**config.mk**
```make
export PLATFORM = sky130hd
export DESIGN_NAME = ready_process_scheduler_core
export DESIGN_NICKNAME = d
export VERILOG_FILES = /design/src/rtl/core/rps_pkg.sv /design/src/rtl/core/rps_ram.sv /design/src/rtl/core/ready_process_scheduler_core.sv
export SDC_FILE = /design/constraint.sdc
export NUM_CORES = 1
export LEC_CHECK = 0
export BUFFER_PORTS_ARGS = -buffer_cell sky130_fd_sc_hd__clkbuf_2
export CORE_UTILIZATION = 30
export DETAILED_ROUTE_END_ITERATION = 10
export REMOVE_ABC_BUFFERS = 1
export SLEW_MARGIN = 20
export SYNTH_ARGS = -nofsm -noshare
export SYNTH_HDL_FRONTEND = slang
export SYNTH_SLANG_ARGS = --single-unit
```
**constraint.sdc**
```tcl
create_clock -name clk -period 3.8 [get_ports clk]
set_input_delay 0.38 -clock clk [delete_from_list [all_inputs] [get_ports clk]]
set_output_delay 0.38 -clock clk [all_outputs]
set_load 0.01 [all_outputs]
```
**src/rtl/core/rps_pkg.sv**
```systemverilog
// ----------------------------------------------------------------------------
// rps_pkg
// Shared codes and constants for the ready process scheduler.
// ----------------------------------------------------------------------------
package rps_pkg;

  localparam int DEFAULT_MAX_PROCS = 32;
  localparam int PRIO_W            = 10;
  localparam int PID_OUT_W         = 5;
  localparam int CFG_DATA_W        = 10;

  localparam logic [1:0] CMD_CREATE   = 2'd0;
  localparam logic [1:0] CMD_BLOCK    = 2'd1;
  localparam logic [1:0] CMD_FINISH   = 2'd2;
  localparam logic [1:0] CMD_SCHEDULE = 2'd3;

  localparam logic [1:0] POL_FIRST = 2'd0;
  localparam logic [1:0] POL_RR    = 2'd1;
  localparam logic [1:0] POL_PRIO  = 2'd2;

  localparam logic REG_POLICY_MODE    = 1'b0;
  localparam logic REG_PRIORITY_FLOOR = 1'b1;

endpackage

```
**src/rtl/core/rps_ram.sv**
```systemverilog
// ----------------------------------------------------------------------------
// rps_ram
// Generic single write port RAM with one registered read port.
// ----------------------------------------------------------------------------
module rps_ram #(
  parameter int WIDTH = rps_pkg::PRIO_W,
  parameter int DEPTH = rps_pkg::DEFAULT_MAX_PROCS,
  localparam int AW   = (DEPTH > 1) ? $clog2(DEPTH) : 1
) (
  input  logic             clk,
  input  logic             we,
  input  logic [AW-1:0]    waddr,
  input  logic [WIDTH-1:0] wdata,
  input  logic [AW-1:0]    raddr,
  output logic [WIDTH-1:0] rdata
);

  logic [WIDTH-1:0] mem [DEPTH];

  always_ff @(posedge clk) begin
    if (we) begin
      mem[waddr] <= wdata;
    end
    rdata <= mem[raddr];
  end

endmodule

```
**src/rtl/core/ready_process_scheduler_core.sv**
```systemverilog
// ----------------------------------------------------------------------------
// ready_process_scheduler_core
// Process table with ready, blocked and finished marks and a priority per
// slot; creates, blocks, finishes and schedules processes.
// ----------------------------------------------------------------------------
// An item is taken when start is high and busy is low. Create, block and
// finish items give their result on the next cycle. A schedule item walks the
// process table one slot per cycle through the read port of the priority RAM,
// with one shared priority compare, and gives its result once the walk has
// ended and the resolve state has settled the pick. Each result is shown
// for exactly one cycle with done high; the receiver cannot stall it, so it
// must be taken in that cycle.
module ready_process_scheduler_core #(
  parameter int MAX_PROCS = rps_pkg::DEFAULT_MAX_PROCS
) (
  input  logic                          clk,
  input  logic                          rst,
  input  logic                          start,
  output logic                          busy,
  input  logic [1:0]                    cmd,
  input  logic [rps_pkg::PRIO_W-1:0]    new_priority,
  input  logic [4:0]                    rr_start,
  output logic                          done,
  output logic [rps_pkg::PID_OUT_W-1:0] chosen_pid,
  output logic                          none_found,
  output logic                          was_unblocked,
  output logic                          table_full,
  input  logic                          cfg_we,
  input  logic                          cfg_addr,
  input  logic [rps_pkg::CFG_DATA_W-1:0] cfg_data
);

  localparam int IW = $clog2(MAX_PROCS);
  localparam int CW = $clog2(MAX_PROCS + 1);
  localparam int PW = (CW > rps_pkg::PID_OUT_W) ? CW : rps_pkg::PID_OUT_W;

  localparam logic [1:0] ST_IDLE    = 2'd0;
  localparam logic [1:0] ST_SCAN    = 2'd1;
  localparam logic [1:0] ST_RESOLVE = 2'd2;

  logic [1:0]                 state;
  logic [1:0]                 policy_mode;
  logic [rps_pkg::PRIO_W-1:0] priority_floor;

  logic [MAX_PROCS-1:0] ready;
  logic [MAX_PROCS-1:0] blocked;
  logic [MAX_PROCS-1:0] finished;
  logic [CW-1:0]        count;
  logic [IW-1:0]        running_pid;

  logic [CW-1:0]              idx;
  logic                       s_valid;
  logic [IW-1:0]              s_idx;
  logic [PW-1:0]              pos;
  logic [rps_pkg::PRIO_W-1:0] top;
  logic                       found;
  logic [IW-1:0]              pick;
  logic                       bfound;
  logic [IW-1:0]              bidx;

  logic                       ram_we;
  logic [rps_pkg::PRIO_W-1:0] prio_rd;
  logic                       cnt_room;
  logic [PW-1:0]              start_ext;
  logic [PW-1:0]              cnt_ext;

  logic hit;
  logic take;
  logic bhit;

  logic [MAX_PROCS-1:0] ready_next;
  logic [MAX_PROCS-1:0] blocked_next;
  logic                 has_pick;
  logic [IW-1:0]        pick_next;
  logic                 unblk_next;

  assign busy      = (state != ST_IDLE);
  assign cnt_room  = (count < CW'(MAX_PROCS));
  assign ram_we    = start && !busy && (cmd == rps_pkg::CMD_CREATE) && cnt_room;
  assign start_ext = PW'(rr_start);
  assign cnt_ext   = PW'(count);

  rps_ram #(
    .WIDTH(rps_pkg::PRIO_W),
    .DEPTH(MAX_PROCS)
  ) u_prio_ram (
    .clk  (clk),
    .we   (ram_we),
    .waddr(count[IW-1:0]),
    .wdata(new_priority),
    .raddr(idx[IW-1:0]),
    .rdata(prio_rd)
  );

  // one slot per cycle: first ready, RR from pos, PRIO above running best
  always_comb begin
    hit  = s_valid && ready[s_idx];
    bhit = s_valid && blocked[s_idx] && !bfound;
    unique case (policy_mode)
      rps_pkg::POL_RR:   take = hit && !found && (PW'(s_idx) >= pos);
      rps_pkg::POL_PRIO: take = hit && (prio_rd > top);
      default:           take = hit && !found;
    endcase
  end

  always_comb begin
    ready_next   = ready;
    blocked_next = blocked;
    has_pick     = 1'b1;
    pick_next    = pick;
    unblk_next   = 1'b0;
    if (!found) begin
      if (bfound) begin
        blocked_next[bidx] = 1'b0;
        ready_next[bidx]   = 1'b1;
        pick_next          = bidx;
        unblk_next         = 1'b1;
      end else if (!finished[running_pid]) begin
        pick_next = running_pid;
      end else begin
        has_pick = 1'b0;
      end
    end
    if (has_pick) begin
      if (!blocked_next[running_pid] && !finished[running_pid]) begin
        ready_next[running_pid] = 1'b1;
      end
      ready_next[pick_next] = 1'b0;
    end
  end

  always_ff @(posedge clk) begin
    if (rst) begin
      state          <= ST_IDLE;
      policy_mode    <= rps_pkg::POL_FIRST;
      priority_floor <= '0;
      ready          <= '0;
      blocked        <= '0;
      finished       <= '0;
      count          <= '0;
      running_pid    <= '0;
      done           <= 1'b0;
      s_valid        <= 1'b0;
      found          <= 1'b0;
      bfound         <= 1'b0;
    end else begin
      if (cfg_we) begin
        unique case (cfg_addr)
          rps_pkg::REG_POLICY_MODE:    policy_mode    <= cfg_data[1:0];
          rps_pkg::REG_PRIORITY_FLOOR: priority_floor <= cfg_data;
          default:                     ;
        endcase
      end
      done <= 1'b0;
      unique case (state)
        ST_IDLE: begin
          if (start) begin
            chosen_pid    <= '0;
            none_found    <= 1'b0;
            was_unblocked <= 1'b0;
            table_full    <= 1'b0;
            unique case (cmd)
              rps_pkg::CMD_CREATE: begin
                done <= 1'b1;
                if (cnt_room) begin
                  ready[count[IW-1:0]]    <= 1'b1;
                  blocked[count[IW-1:0]]  <= 1'b0;
                  finished[count[IW-1:0]] <= 1'b0;
                  count                   <= count + CW'(1);
                  chosen_pid              <= rps_pkg::PID_OUT_W'(count[IW-1:0]);
                end else begin
                  table_full <= 1'b1;
                end
              end
              rps_pkg::CMD_BLOCK: begin
                done                 <= 1'b1;
                blocked[running_pid] <= 1'b1;
                ready[running_pid]   <= 1'b0;
              end
              rps_pkg::CMD_FINISH: begin
                done                  <= 1'b1;
                finished[running_pid] <= 1'b1;
                ready[running_pid]    <= 1'b0;
              end
              default: begin
                idx     <= '0;
                s_valid <= 1'b0;
                found   <= 1'b0;
                bfound  <= 1'b0;
                top     <= priority_floor;
                if ((count != '0) && (start_ext == cnt_ext - PW'(1))) begin
                  pos <= '0;
                end else begin
                  pos <= start_ext;
                end
                state <= ST_SCAN;
              end
            endcase
          end
        end
        ST_SCAN: begin
          s_valid <= (idx < count);
          s_idx   <= idx[IW-1:0];
          if (idx < count) begin
            idx <= idx + CW'(1);
          end
          if (take) begin
            found <= 1'b1;
            pick  <= s_idx;
            top   <= prio_rd;
          end
          if (bhit) begin
            bfound <= 1'b1;
            bidx   <= s_idx;
          end
          if ((idx == count) && !s_valid) begin
            state <= ST_RESOLVE;
          end
        end
        ST_RESOLVE: begin
          ready         <= ready_next;
          blocked       <= blocked_next;
          done          <= 1'b1;
          none_found    <= !has_pick;
          was_unblocked <= unblk_next;
          chosen_pid    <= has_pick ? rps_pkg::PID_OUT_W'(pick_next) : '0;
          if (has_pick) begin
            running_pid <= pick_next;
          end
          state <= ST_IDLE;
        end
        default: state <= ST_IDLE;
      endcase
    end
  end

  a_count_bound: assert property (@(posedge clk) disable iff (rst)
    count <= CW'(MAX_PROCS))
    else $error("process count past table size");

  a_none_clean: assert property (@(posedge clk) disable iff (rst)
    done && none_found |-> (chosen_pid == '0) && !was_unblocked && !table_full)
    else $error("none found with other result fields set");

  a_full_count: assert property (@(posedge clk) disable iff (rst)
    done && table_full |-> count == CW'(MAX_PROCS))
    else $error("table full reported with free slots");

  a_sched_busy: assert property (@(posedge clk) disable iff (rst)
    start && !busy && (cmd == rps_pkg::CMD_SCHEDULE) |=> busy && !done)
    else $error("schedule item did not start a scan");

  a_run_not_ready: assert property (@(posedge clk) disable iff (rst)
    done && was_unblocked |-> !ready[running_pid] && !blocked[running_pid])
    else $error("unblocked pick left ready or blocked");

endmodule
```
==> run_summary.xml <==
<?xml version="1.0" encoding="UTF-8"?>
<metrics>
  <group name="status">
    <metric name="result_of_the_run" unit="">finished clean</metric>
  </group>
  <group name="sta">
    <metric name="setup-violations-final" unit="">0</metric>
    <metric name="maxSlewHeadroom" unit="%">29.1</metric>
    <metric name="post-route-period-util" unit="%">94.5</metric>
    <metric name="final.setup_skew" unit="ns">0.0316</metric>
    <metric name="max_fclk" unit="MHz">278</metric>
    <metric name="max_slew.worst_pin.slew" unit="ns">1.05</metric>
    <metric name="slew_viol_final" unit="">0</metric>
    <metric name="timing.final.crit_period" unit="ns">3.59</metric>
    <metric name="report.final.hold_viol_count" unit="">0</metric>
    <metric name="rsz0062_at_grt" unit="">false</metric>
    <metric name="setup_total_negative_slack" unit="ns">0</metric>
    <metric name="final.setup.worst_slack" unit="ns">0.208</metric>
  </group>
  <group name="finish">
    <metric name="num_antenna_cells" unit="">0</metric>
    <metric name="nFillCells" unit="">7583</metric>
    <metric name="drive_above_1_share" unit="%">19.6</metric>
    <metric name="fin_cells" unit="">3076</metric>
    <metric name="final_design_area_no_fill" unit="sq um">27200</metric>
    <metric name="final_core_utilization" unit="%">35.1</metric>
    <metric name="syn_to_final_growth" unit="%">15.6</metric>
    <metric name="design.final.nets" unit="">2062</metric>
  </group>
  <group name="yosys">
    <metric name="synthFlopType" unit="">sky130_fd_sc_hd__edfxtp_1</metric>
    <metric name="netlist_top_cells_count" unit="">364 x sky130_fd_sc_hd__edfxtp_1, 223 x sky130_fd_sc_hd__nand2_1, 165 x sky130_fd_sc_hd__nor2_1</metric>
    <metric name="postSynthCellCount" unit="">1912</metric>
    <metric name="ys_ff_latch" unit="">499</metric>
    <metric name="syn_warnings" unit="">0</metric>
    <metric name="edff_count_synth" unit="">364</metric>
    <metric name="netlist_top_cells_area" unit="">sky130_fd_sc_hd__edfxtp_1 46%, sky130_fd_sc_hd__mux4_2 12%, sky130_fd_sc_hd__dfxtp_1 11%</metric>
    <metric name="post-synth-top-area-cell" unit="">sky130_fd_sc_hd__edfxtp_1</metric>
    <metric name="post_synth_instance_area" unit="sq um">23500</metric>
    <metric name="proportion_of_register_bits_with_asynchronous_set_or_reset_after_synthesis" unit="%">0</metric>
    <metric name="post_synth_num_cell_types" unit="">69</metric>
    <metric name="synth.most_common_cell" unit="">sky130_fd_sc_hd__edfxtp_1</metric>
    <metric name="seq_area_frac_synth" unit="%">58.0</metric>
    <metric name="synth_area_per_cell" unit="sq um">12.3</metric>
    <metric name="synth_top_area_share" unit="%">46.5</metric>
  </group>
  <group name="drt">
    <metric name="drt-wirelength-per-cell" unit="microns">24.0</metric>
    <metric name="detail-route-antenna-nets" unit="">0</metric>
    <metric name="detailedRoute.firstIterationViolations" unit="">1852</metric>
    <metric name="routed_wl" unit="mm">73.8</metric>
    <metric name="number_of_iterations_in_the_first_detailed_routing_pass" unit="">5</metric>
    <metric name="num_vias" unit="">16900</metric>
    <metric name="avgViaCountPerCell" unit="">5.48</metric>
    <metric name="drc" unit="">0</metric>
  </group>
  <group name="clock_network">
    <metric name="post_cts.resized_instances" unit="">0</metric>
    <metric name="clkSlewWorstSetupHoldPaths" unit="ns">0.07</metric>
    <metric name="cts-root-buf" unit="">sky130_fd_sc_hd__clkbuf_16</metric>
    <metric name="cts_buffers" unit="">50</metric>
    <metric name="clock_sink_count" unit="">499</metric>
    <metric name="htree_depth" unit="">2</metric>
    <metric name="maximum_count_of_clock_buffers_along_a_single_path" unit="">3</metric>
    <metric name="worst_skew_pair.late_latency" unit="ns">0.63</metric>
    <metric name="tritoncts" unit="">done</metric>
  </group>
  <group name="power">
    <metric name="power.ir.vdd_worst" unit="uV">290</metric>
    <metric name="power_leakage" unit="nW">8.74</metric>
    <metric name="power.density" unit="nW/um^2">418</metric>
  </group>
  <group name="grt">
    <metric name="groute.layer.met1.usage" unit="%">25.1</metric>
    <metric name="groute.layer.met2.usage" unit="%">28.6</metric>
    <metric name="grt_pass1_vias" unit="">16600</metric>
    <metric name="initial_antenna_violation_count" unit="">2</metric>
    <metric name="grt_pass1_wl" unit="mm">109</metric>
    <metric name="pin_count_of_the_biggest_net_entering_global_routing" unit="">81</metric>
    <metric name="grt-ovfl-total" unit="">0</metric>
    <metric name="grt-busiest-layer" unit="">met2</metric>
    <metric name="use_met3" unit="%">4.16</metric>
    <metric name="gr-usage-all-layers" unit="%">18.4</metric>
  </group>
  <group name="place">
    <metric name="gpl.final_weighted_congestion" unit="">0.936</metric>
    <metric name="count_of_buffers_inserted_at_the_top_level_ports" unit="">41</metric>
    <metric name="dpl.cell_count" unit="">2976</metric>
    <metric name="detail_placement_hpwl" unit="mm">50.8</metric>
    <metric name="dp_worst_setup_slack" unit="ns">0.301</metric>
    <metric name="dpl-instance-area" unit="sq um">25500</metric>
  </group>
  <group name="worst_setup_path">
    <metric name="cp_num_buf_inv" unit="">1</metric>
    <metric name="path_max_fanout" unit="">13</metric>
    <metric name="timing.critical_path.arrival" unit="ns">4.11</metric>
    <metric name="cp-start-kind" unit="">register</metric>
    <metric name="cp_slowest_cell" unit="">sky130_fd_sc_hd__mux4_2</metric>
    <metric name="worst_ep_required_time" unit="ns">4.32</metric>
    <metric name="crit_path_max_incr_delay" unit="ns">0.52</metric>
    <metric name="timing_worst_setup_path_type" unit="">reg -&gt; reg</metric>
    <metric name="critPathTopFamily" unit="">compound AO/OA/AOI/OAI gates</metric>
    <metric name="crit_path_cell_trace" unit="">buf_4 -&gt; mux4_2 -&gt; a22o_1 -&gt; nand2_1 -&gt; a31oi_1 -&gt; a221o_1 -&gt; or3_4 -&gt; or3_1 -&gt; a21oi_1 -&gt; a211oi_1</metric>
    <metric name="timing.critical_path.to_type" unit="">register</metric>
  </group>
  <group name="job">
    <metric name="drv_cap" unit="">0</metric>
  </group>
  <group name="min_path">
    <metric name="type_of_the_tightest_min_delay_check" unit="">in -&gt; reg</metric>
  </group>
  <group name="floorplanning">
    <metric name="die_h" unit="microns">282</metric>
    <metric name="coreArea" unit="sq um">77500</metric>
    <metric name="floorplan.die_area" unit="sq um">79500</metric>
    <metric name="std_cell_rows" unit="">102</metric>
    <metric name="die_width" unit="microns">282</metric>
    <metric name="boundaryPins" unit="">42</metric>
    <metric name="initial_core_util" unit="%">30.4</metric>
  </group>
</metrics>
==> through the flow <==
stage | hold WS, ns | power (mW)
floorplan | 0.431 | 6.36
global placement | 0.449 | 6.62
detailed placement | 0.456 | 6.64
CTS | 0.00177 | 11.4
global route | 0.0242 | 11.7
finish | 0.0273 | 11.4
==> cell families (layout without fill, tap and decap cells) <==
kind of cell             Yosys count  in the layout  share of synthesized area, %
AND/OR/NAND/NOR                  587            587                          11.5
flip-flops                       499            499                          58.0
AO/OA/AOI/OAI                    454            454                          12.2
buffers and inverters            178            302                          2.90
multiplexers                     147            147                          13.1
adder cells (fa/ha/maj)           33             33                          1.76
XOR/XNOR                          14             14                         0.521
==> placed cells by master, fill, tap and decap left out, drive strengths merged, types with 10 or more instances in the layout <==
cell type,netlist,final
o21bai,11,11
and2,12,12
nand2,223,223
ha,33,33
a211oi,68,68
or3,10,10
buf,19,123
nor2,165,165
a21oi,109,109
o22ai,12,12
o211ai,10,10
edfxtp,364,364
clkinv,0,23
dfxtp,135,135
mux2,15,15
nor2b,25,25
inv,39,39
mux4,127,127
nand2b,14,14
clkbuf,120,101
nand3,28,28
nand3b,14,14
nand4,10,10
a311oi,23,23
o31ai,13,13
o21ai,146,146
nor3,51,51
==> final timing paths <==
check,start,end,slack (ns),cells past startpoint
setup reg to reg,running_pid[1],ready[7],0.21,10
hold / removal,cfg_data[1],priority_floor[1],0.03,3
hold reg to reg,priority_floor[8],priority_floor[8],0.46,2
setup / recovery,running_pid[1],ready[7],0.21,10
==> worst register-to-register path, stage by stage, from the launching register on <==
cell and delay (ns):
sky130_fd_sc_hd__dfxtp_1 0.45, sky130_fd_sc_hd__buf_4 0.24, sky130_fd_sc_hd__mux4_2 0.53, sky130_fd_sc_hd__a22o_1 0.20, sky130_fd_sc_hd__nand2_1 0.38, sky130_fd_sc_hd__a31oi_1 0.25, sky130_fd_sc_hd__a221o_1 0.50, sky130_fd_sc_hd__or3_4 0.39
sky130_fd_sc_hd__or3_1 0.33, sky130_fd_sc_hd__a21oi_1 0.16, sky130_fd_sc_hd__a211oi_1 0.07
==> report_power, final <==
part / switching, mW / internal (mW) / total (mW)
Sequential: 0.0420 / 5.88 / 5.92
Clock: 2.19 / 2.64 / 4.83
Combinational: 0.392 / 0.218 / 0.610
Total: 2.62 / 8.74 / 11.4
==> layout make-up <==
type	count	area, sq um	share of cell area (%)
flip-flops and latches	499	13600	50.1
multi-input cells	1235	9230	33.9
repair buffers	172	1310	4.83
well taps	1040	1300	4.78
clock buffers	61	1290	4.75
clock inverters	30	283	1.04
inverters	39	146	0.538
==> repair_timing <==
action,4_1_cts,5_1_grt
endpoints found under the setup margin,0,0
endpoints found under the hold margin,10,0
setup buffers,0,0
hold buffers,9,0
==> state kept, by name (all words and copies together) (netlist names), 5 cells and up <==
| signal | count |
|---|---|
| u_prio_ram.rdata | 10 |
| cnt_ext | 6 |
| pos | 5 |
| bidx | 5 |
| u_prio_ram.mem | 320 |
| idx | 6 |
| finished | 32 |
| priority_floor | 10 |
| s_idx | 5 |
| chosen_pid | 5 |
| ready | 32 |
| blocked | 32 |
| top | 10 |
| pick | 5 |
| running_pid | 5 |
==> layer usage <==
layer | part of all wire [%] | wire length [microns]
met5 | 0.011 | 8
met4 | 3.4 | 2500
met3 | 7.8 | 5740
met2 | 46 | 33800
met1 | 43 | 31700
(Power assumes the default switching activity.)
